<file path="src/rtl/core/md5_pkg.sv">
`default_nettype none

package md5_pkg;

  localparam int LENGTH_BITS = 64;
  localparam logic [63:0] LEN_MASK = {64{1'b1}} >> (64 - LENGTH_BITS);

  localparam logic [31:0] IV_A = 32'h67452301;
  localparam logic [31:0] IV_B = 32'hefcdab89;
  localparam logic [31:0] IV_C = 32'h98badcfe;
  localparam logic [31:0] IV_D = 32'h10325476;

  localparam logic [31:0] SINE_K [64] = '{
    32'hd76aa478, 32'he8c7b756, 32'h242070db, 32'hc1bdceee,
    32'hf57c0faf, 32'h4787c62a, 32'ha8304613, 32'hfd469501,
    32'h698098d8, 32'h8b44f7af, 32'hffff5bb1, 32'h895cd7be,
    32'h6b901122, 32'hfd987193, 32'ha679438e, 32'h49b40821,
    32'hf61e2562, 32'hc040b340, 32'h265e5a51, 32'he9b6c7aa,
    32'hd62f105d, 32'h02441453, 32'hd8a1e681, 32'he7d3fbc8,
    32'h21e1cde6, 32'hc33707d6, 32'hf4d50d87, 32'h455a14ed,
    32'ha9e3e905, 32'hfcefa3f8, 32'h676f02d9, 32'h8d2a4c8a,
    32'hfffa3942, 32'h8771f681, 32'h6d9d6122, 32'hfde5380c,
    32'ha4beea44, 32'h4bdecfa9, 32'hf6bb4b60, 32'hbebfbc70,
    32'h289b7ec6, 32'heaa127fa, 32'hd4ef3085, 32'h04881d05,
    32'hd9d4d039, 32'he6db99e5, 32'h1fa27cf8, 32'hc4ac5665,
    32'hf4292244, 32'h432aff97, 32'hab9423a7, 32'hfc93a039,
    32'h655b59c3, 32'h8f0ccc92, 32'hffeff47d, 32'h85845dd1,
    32'h6fa87e4f, 32'hfe2ce6e0, 32'ha3014314, 32'h4e0811a1,
    32'hf7537e82, 32'hbd3af235, 32'h2ad7d2bb, 32'heb86d391
  };

  localparam logic [4:0] ROT_S [16] = '{
    5'd7, 5'd12, 5'd17, 5'd22, 5'd5, 5'd9, 5'd14, 5'd20,
    5'd4, 5'd11, 5'd16, 5'd23, 5'd6, 5'd10, 5'd15, 5'd21
  };

  typedef struct packed {
    logic start;
    logic init;
  } cmp_ctrl_t;

  // block word used by a given round
  function automatic logic [3:0] msg_index(input logic [5:0] rnd);
    logic [3:0] r;
    logic [3:0] g;
    r = rnd[3:0];
    unique case (rnd[5:4])
      2'd0: g = r;
      2'd1: g = 4'(r * 4'd5 + 4'd1);
      2'd2: g = 4'(r * 4'd3 + 4'd5);
      default: g = 4'(r * 4'd7);
    endcase
    return g;
  endfunction

  function automatic logic [31:0] rotl32(input logic [31:0] x, input logic [4:0] s);
    logic [63:0] d;
    d = {x, x} << s;
    return d[63:32];
  endfunction

endpackage

`default_nettype wire

</file>
<file path="src/rtl/core/md5_compress.sv">
`default_nettype none

module md5_compress (
  input  wire logic              clk,
  input  wire logic              rst,
  input  wire md5_pkg::cmp_ctrl_t ctrl,
  input  wire logic [31:0]       rd_data,
  output logic [3:0]             rd_addr,
  output logic                   done,
  output logic [127:0]           chain
);
  import md5_pkg::*;

  logic        running;
  logic        fin;
  logic [5:0]  rnd;
  logic [31:0] ra, rb, rc, rd;
  logic [31:0] ca, cb, cc, cd;
  logic [31:0] f;
  logic [31:0] sum;
  logic [31:0] b_next;

  // buffer word for the next round is addressed ahead, so the registered read data is ready when that round runs
  assign rd_addr = running ? msg_index(rnd + 6'd1) : 4'd0;
  assign done    = fin;
  assign chain   = {cd, cc, cb, ca};

  always_comb begin
    unique case (rnd[5:4])
      2'd0: f = (rb & rc) | (~rb & rd);
      2'd1: f = (rd & rb) | (~rd & rc);
      2'd2: f = rb ^ rc ^ rd;
      default: f = rc ^ (rb | ~rd);
    endcase
    sum    = ra + f + SINE_K[rnd] + rd_data;
    b_next = rb + rotl32(sum, ROT_S[{rnd[5:4], rnd[1:0]}]);
  end

  always_ff @(posedge clk) begin
    if (rst) begin
      running <= 1'b0;
      fin     <= 1'b0;
      rnd     <= '0;
      ca      <= IV_A;
      cb      <= IV_B;
      cc      <= IV_C;
      cd      <= IV_D;
    end else begin
      fin <= running && (rnd == 6'd63);
      if (ctrl.start) begin
        running <= 1'b1;
        rnd     <= '0;
      end else if (running) begin
        rnd <= rnd + 6'd1;
        if (rnd == 6'd63) running <= 1'b0;
      end
      if (ctrl.init) begin
        ca <= IV_A;
        cb <= IV_B;
        cc <= IV_C;
        cd <= IV_D;
      end else if (fin) begin
        ca <= ca + ra;
        cb <= cb + rb;
        cc <= cc + rc;
        cd <= cd + rd;
      end
    end
  end

  always_ff @(posedge clk) begin
    if (ctrl.start) begin
      ra <= ca;
      rb <= cb;
      rc <= cc;
      rd <= cd;
    end else if (running) begin
      ra <= rd;
      rd <= rc;
      rc <= rb;
      rb <= b_next;
    end
  end

endmodule

`default_nettype wire

</file>
<file path="src/rtl/core/md5_message_digest_unit.sv">
// md5 digest of a byte stream.
// input beats on s_*: tdata holds a little-endian word and a byte count
// (0..4, above 4 counts as 4), tlast marks the final beat of a message.
// bytes pack back to back into a 16-word buffer ram even after short beats.
// s_tready is high only while the unit waits for input; there it takes
// beats back to back. each full 64-byte block runs 64 rounds, one per
// cycle, through a single round unit fed by the buffer ram's read port;
// no beat is taken while a block compresses.
// after a tlast beat the unit writes the 0x80 byte, zero words and the
// 64-bit bit length into the buffer (one word per cycle, pausing while a
// full block compresses), compresses once or twice, and presents the
// 16-byte digest on m_* as one beat. digest byte 0 sits in m_tdata[7:0].
// the digest sits in an output register; if the receiver stalls, the unit
// still accepts the next message and only waits when a second digest is
// ready before the first is taken.
// reset (synchronous, active high) restores the initial chaining values,
// clears the length and fill count, and drops m_tvalid.
`default_nettype none

module md5_message_digest_unit (
  input  wire logic         clk,
  input  wire logic         rst,
  input  wire logic         s_tvalid,
  output logic              s_tready,
  input  wire logic [39:0]  s_tdata,   // data_word [31:0], byte_count [34:32], zero
  input  wire logic         s_tlast,
  output logic              m_tvalid,
  input  wire logic         m_tready,
  output logic [127:0]      m_tdata    // digest_low [63:0], digest_high [127:64]
);
  import md5_pkg::*;

  localparam logic [2:0] S_IDLE   = 3'd0;
  localparam logic [2:0] S_PAD    = 3'd1;
  localparam logic [2:0] S_ZERO   = 3'd2;
  localparam logic [2:0] S_LEN_LO = 3'd3;
  localparam logic [2:0] S_LEN_HI = 3'd4;
  localparam logic [2:0] S_CMP    = 3'd5;
  localparam logic [2:0] S_FINAL  = 3'd6;

  localparam logic [3:0] LAST_WORD    = 4'd15;
  localparam logic [3:0] LEN_WORD_LO  = 4'd14;
  localparam logic [3:0] PRE_LEN_WORD = 4'd13;

  logic [2:0]   state, state_next;
  logic [2:0]   ret;
  logic [3:0]   zptr;
  logic [5:0]   fill;
  logic [31:0]  acc;
  logic [63:0]  length;

  logic [31:0]  mem [16];
  logic [3:0]   rd_addr;
  logic [31:0]  rd_data;
  logic         wr_en;
  logic [3:0]   wr_addr;
  logic [31:0]  wr_data;

  cmp_ctrl_t    cmp_ctrl;
  logic         cmp_done;
  logic [127:0] chain;

  logic         accept;
  logic         out_free;
  logic [2:0]   cnt;
  logic [4:0]   sh;
  logic [31:0]  keep32;
  logic [63:0]  merged;
  logic [2:0]   total;
  logic [6:0]   fill_sum;
  logic [31:0]  pad_word;
  logic [63:0]  len_bits;

  assign s_tready = (state == S_IDLE);
  assign accept   = s_tvalid && s_tready;
  assign out_free = !m_tvalid || m_tready;

  always_comb begin
    cnt      = (s_tdata[34:32] > 3'd4) ? 3'd4 : s_tdata[34:32];
    sh       = {fill[1:0], 3'b000};
    keep32   = (32'd1 << sh) - 32'd1;
    merged   = {32'd0, acc & keep32} | ({32'd0, s_tdata[31:0]} << sh);
    total    = {1'b0, fill[1:0]} + cnt;
    fill_sum = {1'b0, fill} + {4'd0, cnt};
    pad_word = (acc & keep32) | (32'h0000_0080 << sh);
    len_bits = length & LEN_MASK;
  end

  always_comb begin
    state_next = state;
    wr_en      = 1'b0;
    wr_addr    = fill[5:2];
    wr_data    = merged[31:0];
    unique case (state)
      S_IDLE: begin
        if (accept) begin
          wr_en = total[2];
          if (fill_sum[6]) state_next = S_CMP;
          else if (s_tlast) state_next = S_PAD;
        end
      end
      S_PAD: begin
        wr_en   = 1'b1;
        wr_data = pad_word;
        if (fill[5:2] == LAST_WORD) state_next = S_CMP;
        else if (fill[5:2] == PRE_LEN_WORD) state_next = S_LEN_LO;
        else state_next = S_ZERO;
      end
      S_ZERO: begin
        wr_en   = 1'b1;
        wr_addr = zptr;
        wr_data = '0;
        if (zptr == LAST_WORD) state_next = S_CMP;
        else if (zptr == PRE_LEN_WORD) state_next = S_LEN_LO;
      end
      S_LEN_LO: begin
        wr_en      = 1'b1;
        wr_addr    = LEN_WORD_LO;
        wr_data    = len_bits[31:0];
        state_next = S_LEN_HI;
      end
      S_LEN_HI: begin
        wr_en      = 1'b1;
        wr_addr    = LAST_WORD;
        wr_data    = len_bits[63:32];
        state_next = S_CMP;
      end
      S_CMP: begin
        if (cmp_done) state_next = ret;
      end
      S_FINAL: begin
        if (out_free) state_next = S_IDLE;
      end
      default: state_next = S_IDLE;
    endcase
  end

  assign cmp_ctrl.start = (state_next == S_CMP) && (state != S_CMP);
  assign cmp_ctrl.init  = (state == S_FINAL) && out_free;

  always_ff @(posedge clk) begin
    if (wr_en) mem[wr_addr] <= wr_data;
    rd_data <= mem[rd_addr];
  end

  always_ff @(posedge clk) begin
    if (rst) begin
      state    <= S_IDLE;
      ret      <= S_IDLE;
      zptr     <= '0;
      fill     <= '0;
      length   <= '0;
      m_tvalid <= 1'b0;
    end else begin
      state <= state_next;
      unique case (state)
        S_IDLE: begin
          if (accept) begin
            fill   <= fill_sum[5:0];
            length <= length + {58'd0, cnt, 3'b000};
            ret    <= s_tlast ? S_PAD : S_IDLE;
          end
        end
        S_PAD: begin
          zptr <= fill[5:2] + 4'd1;
          ret  <= S_ZERO;
        end
        S_ZERO: zptr <= zptr + 4'd1;
        S_LEN_HI: ret <= S_FINAL;
        S_FINAL: begin
          if (out_free) begin
            fill   <= '0;
            length <= '0;
          end
        end
        default: ;
      endcase
      if (cmp_ctrl.init) m_tvalid <= 1'b1;
      else if (m_tready) m_tvalid <= 1'b0;
    end
  end

  always_ff @(posedge clk) begin
    if (accept) acc <= total[2] ? merged[63:32] : merged[31:0];
    if (cmp_ctrl.init) m_tdata <= chain;
  end

  md5_compress u_compress (
    .clk     (clk),
    .rst     (rst),
    .ctrl    (cmp_ctrl),
    .rd_data (rd_data),
    .rd_addr (rd_addr),
    .done    (cmp_done),
    .chain   (chain)
  );

  // a block starts only after its last word is written, never word 0 in the same cycle
  a_start_write: assert property (@(posedge clk) disable iff (rst)
    (cmp_ctrl.start && wr_en) |-> (wr_addr == LAST_WORD))
    else $error("compression started while a word other than the last was written");

  a_done_in_cmp: assert property (@(posedge clk) disable iff (rst)
    cmp_done |-> (state == S_CMP))
    else $error("compression finished outside the compress state");

  a_out_from_final: assert property (@(posedge clk) disable iff (rst)
    $rose(m_tvalid) |-> ($past(state) == S_FINAL))
    else $error("digest presented without a finished message");

  a_clear_after_digest: assert property (@(posedge clk) disable iff (rst)
    cmp_ctrl.init |=> (fill == 6'd0 && length == 64'd0 && state == S_IDLE))
    else $error("message state not cleared after digest");

endmodule

`default_nettype wire

</file>
<file path="config.mk">
export PLATFORM = sky130hd
export DESIGN_NAME = md5_message_digest_unit
export DESIGN_NICKNAME = d
export VERILOG_FILES = /design/src/rtl/core/md5_pkg.sv /design/src/rtl/core/md5_compress.sv /design/src/rtl/core/md5_message_digest_unit.sv
export SDC_FILE = /design/constraint.sdc
export NUM_CORES = 2
export LEC_CHECK = 0
export ABC_AREA = 1
export BUFFER_PORTS_ARGS = -buffer_cell sky130_fd_sc_hd__buf_4
export CELL_PAD_IN_SITES_DETAIL_PLACEMENT = 0
export CELL_PAD_IN_SITES_GLOBAL_PLACEMENT = 2
export CORE_ASPECT_RATIO = 0.9
export CORE_UTILIZATION = 39
export CTS_CLUSTER_SIZE = 12
export DETAILED_ROUTE_END_ITERATION = 7
export GPL_TIMING_DRIVEN = 0
export HOLD_SLACK_MARGIN = 0.02
export PLACE_DENSITY = 0.77
export SYNTH_ARGS = -nofsm -noshare
export SYNTH_HDL_FRONTEND = slang
export SYNTH_SLANG_ARGS = --single-unit
</file>
<file path="constraint.sdc">
create_clock -name clk -period 10.05 [get_ports clk]
set_clock_uncertainty 0.05 [all_clocks]
set_input_delay 1.005 -clock clk [delete_from_list [all_inputs] [get_ports clk]]
set_output_delay 1.005 -clock clk [all_outputs]
set_load 0.05 [all_outputs]
</file>
==> summary.txt <==
Clock network
  – Clock sinks: 1045
  – CTS Buffer Depth: 3
  – Hold_buf cts: 0
  – Root buffer cell: clkbuf_16
  – Clk Latency, worst-skew pair: 0.80 ns
  – H-tree levels: 3
  – Reg clk slew, reported paths: 0.06 ns
  – CTS tree: yes
  – Cts bufs inserted: about 110

Synth
  – Cells after synthesis: between 7k and 8k
  – Main synth FF type: edfxtp_1
  – Cell with the most instances after synthesis: nand2_1
  – Library cells used by synthesis: 69
  – YS warnings: 0
  – Post-Syn Area: 60500 um2
  – Sequential fraction of the synthesis area: between 40% and 50%
  – Synth top area share: between 30% and 40%
  – Area contributors post-synth: edfxtp_1 40%, nand2_1 8.8%, dfxtp_1 8.1%
  – Largest area contributor in the netlist: edfxtp_1
  – Net Count, Synth: 7492
  – Commonest cells post-synth: 1422 x nand2_1, 947 x inv_1, 819 x o21ai_0, 799 x edfxtp_1, 591 x a21oi_1
  – Number of synthesized register bits: about 1.0k
  – Asr flop ratio synth: 0%
  – Post-synth EDFFs: 799
  – Syn_area_per_cell: 8.45 um2

Place
  – GPL Wtd Cong: slightly above 1
  – Port buffer count: 169
  – Area after DPL: between 60000 and 70000 um2
  – Hpwl dp: 208 mm

GRT
  – GRT Util Overall: 33.1%
  – Grt total ovfl: 0
  – Largest net degree at the start of global routing: 98
  – First-pass GRT wire length: 372 mm
  – Initial antenna violation count: 10
  – Vias in the first global route: 51.2k

Detailed routing
  – Vias per cell: 5.63
  – Residual DRC: 0
  – Final ANT Viol Nets: 0
  – DR vias: 54.3k
  – Final WL: 265 mm
  – WL/cell: 27.5 um
  – Iter 0 DRT Violations: 6159
  – Detailed Routing Iterations Pass 1: 6

Timing
  – Fin. max-slew vios: 0
  – Final setup violation count: 0
  – Least-Margin Pin Slew: 1.43 ns
  – Max Clk Rate: 102 MHz
  – Final Hold Vio Count: 0
  – Slew Limit Headroom: 4.46%
  – Final period utilization: 97.6%
  – Crit path time final: 9.81 ns

Die
  – DIE AREA: 157000 um2
  – Die width: 417 um
  – Core Footprint: 153000 um2
  – Starting Density: 39.5%
  – Io pins: 175
  – Height of the chip: 376 um
  – Row count: 136

Power
  – Total power: around 13 mW
  – PD cells: 184 nW/um2
  – Max IR drop VDD: 162 uV
  – Leakage: 28.2 nW

Worst hold path
  – Hold Crit Class: flip-flop to flip-flop
  – Hold depth: 0
  – Hold path startpoint: u_compress.ca[7]

Worst setup path
  – Critical path class: flip-flop to flip-flop
  – Crit path launch: u_compress.rnd[5]
  – CP dominant cell by count: nand2_1
  – Crit start category: flip-flop
  – Reg-to-reg critical path startpoint: u_compress.rnd[5]
  – Crit. End Element: flip-flop
  – WP data arrival: 10.26 ns
  – Slowest-stage cell, CP: fa_1
  – CP max stage delay: roughly 0.61 ns
  – Required time worst endpoint: 10.50 ns
  – Reg2Reg Depth: between 40 and 50
  – Crit Path Max Fanout: 10

Run status
  – Status: completed

Layout
  – Share of post-route cells with drive strength above 1: 7.38%
  – Final Cell Area: 69200 um2
  – Synth-to-Final Area Change: 14.4%
  – # nets final: 7810

Job
  – Max-cap viol count: 0
==> power by group <==
part	switching, mW	total [mW]	internal [mW]
sequential	0.0794	5.03	4.95
combinational	2.37	3.38	1.00
clock	1.87	4.35	2.48
==> through the flow <==
| stage | setup TNS [ns] | instances | setup WS, ns | utilization [%] | hold WS, ns |
|---|---|---|---|---|---|
| final | 0 | 9643 | 0.243 | 45.1 | 0.386 |
| after global routing | -0.000758 | 9642 | -0.000758 | 45.1 | 0.403 |
| after CTS | 0 | 9641 | 0.0324 | 45.1 | 0.378 |
| after detailed placement | -36.41 | 9427 | -1.97 | 42.5 | 0.396 |
| after global placement | -56.39 | 9394 | -2.15 | 42.0 | 0.392 |
| after floorplan | 0 | 7155 | 2.01 | - | 0.372 |
==> worst max-delay path, delay by kind of cell, from the launching register on <==
family                     cells  cell delay, ns
AOI/OAI and AO/OA             10            2.05
DFF                            1            0.29
and+or+nand+nor               18            2.60
xor gates and xnor gates       2            0.36
buffers and inverters          6            1.73
adders and majority gates      6            2.44
==> worst paths after layout <==
kind              slack [ns]                 to
setup / recovery        0.24  u_compress.rb[24]
hold / removal          0.39         m_tdata[7]
setup reg to reg        0.24  u_compress.rb[24]
hold reg to reg         0.39         m_tdata[7]
==> layer usage <==
metal  wire, um  part of all wire, %  track usage, %  up-vias
li1           -                    -               -    25300
met1     113000                   43            44.2    26500
met2     123000                   46            54.3     2136
met3      16400                  6.2            3.91      433
met4      12700                  4.8            14.2        2
met5         13               0.0049               0        -
==> layout make-up <==
cell class	instances	area [um2]
diodes	1	2.50
plain buffers	298	1220
clock buffers	166	3150
clock inverters	49	706
fillers	15100	84100
inverters	963	3640
multi-input cells	4848	27000
flip-flops and latches	1045	28900
well taps	2070	2590
repair buffers	203	1910
==> cell usage in the layout (no fill, tap or decap), types with 12 or more instances in the layout <==
master and instances:
a211oi_1 22, a21boi_0 13, a21o_1 19, a21oi_1 589, a221oi_1 36, a31oi_1 37, a32oi_1 15, buf_1 18
buf_16 12, buf_2 56, buf_4 176, clkbuf_1 251, clkbuf_16 114, clkbuf_2 12, clkinv_1 15, clkinv_2 13
dfxtp_1 243, edfxtp_1 799, fa_1 70, ha_1 220, inv_1 944, mux2i_1 14, nand2_1 1421, nand3_1 432
nand4_1 40, nor2_1 448, nor2_4 22, nor3_1 92, nor4_1 21, o211ai_1 89, o21a_1 17, o21ai_0 813
o21ai_1 15, o21bai_1 18, o221ai_1 71, o22ai_1 22, o31ai_1 19, or2_2 19, xnor2_1 48, xor2_1 80
==> timing repair <==
item	CTS	global route
pin swaps	0	0
endpoints found under the hold margin	0	0
setup endpoints to repair	29	20
buffers inserted	0	0
gates resized for setup	20	43
==> cell families after synthesis <==
logic type / count (synthesis) / synth area share [%]
fa+ha+maj: 292 / 6.91
simple gates: 2548 / 17.7
flops: 1045 / 47.8
mux: 16 / 0.265
compound gates: 1862 / 17.5
xor+xnor: 130 / 1.89
buf+inv: 1262 / 7.96
==> sequential cells by signal, summed over array words and instances, names as in the netlist <==
signal	count
m_tdata	128
state	3
u_compress.rd	32
fill	6
ret	3
m_tvalid	1
u_compress.ca	32
u_compress.running	1
acc	31
u_compress.cb	32
u_compress.cd	32
zptr	4
len_bits	61
u_compress.ra	32
mem	512
rd_data	32
u_compress.rnd	6
u_compress.rb	32
u_compress.done	1
u_compress.cc	32
u_compress.rc	32
Note: power is estimated with default switching activity, not from simulation.
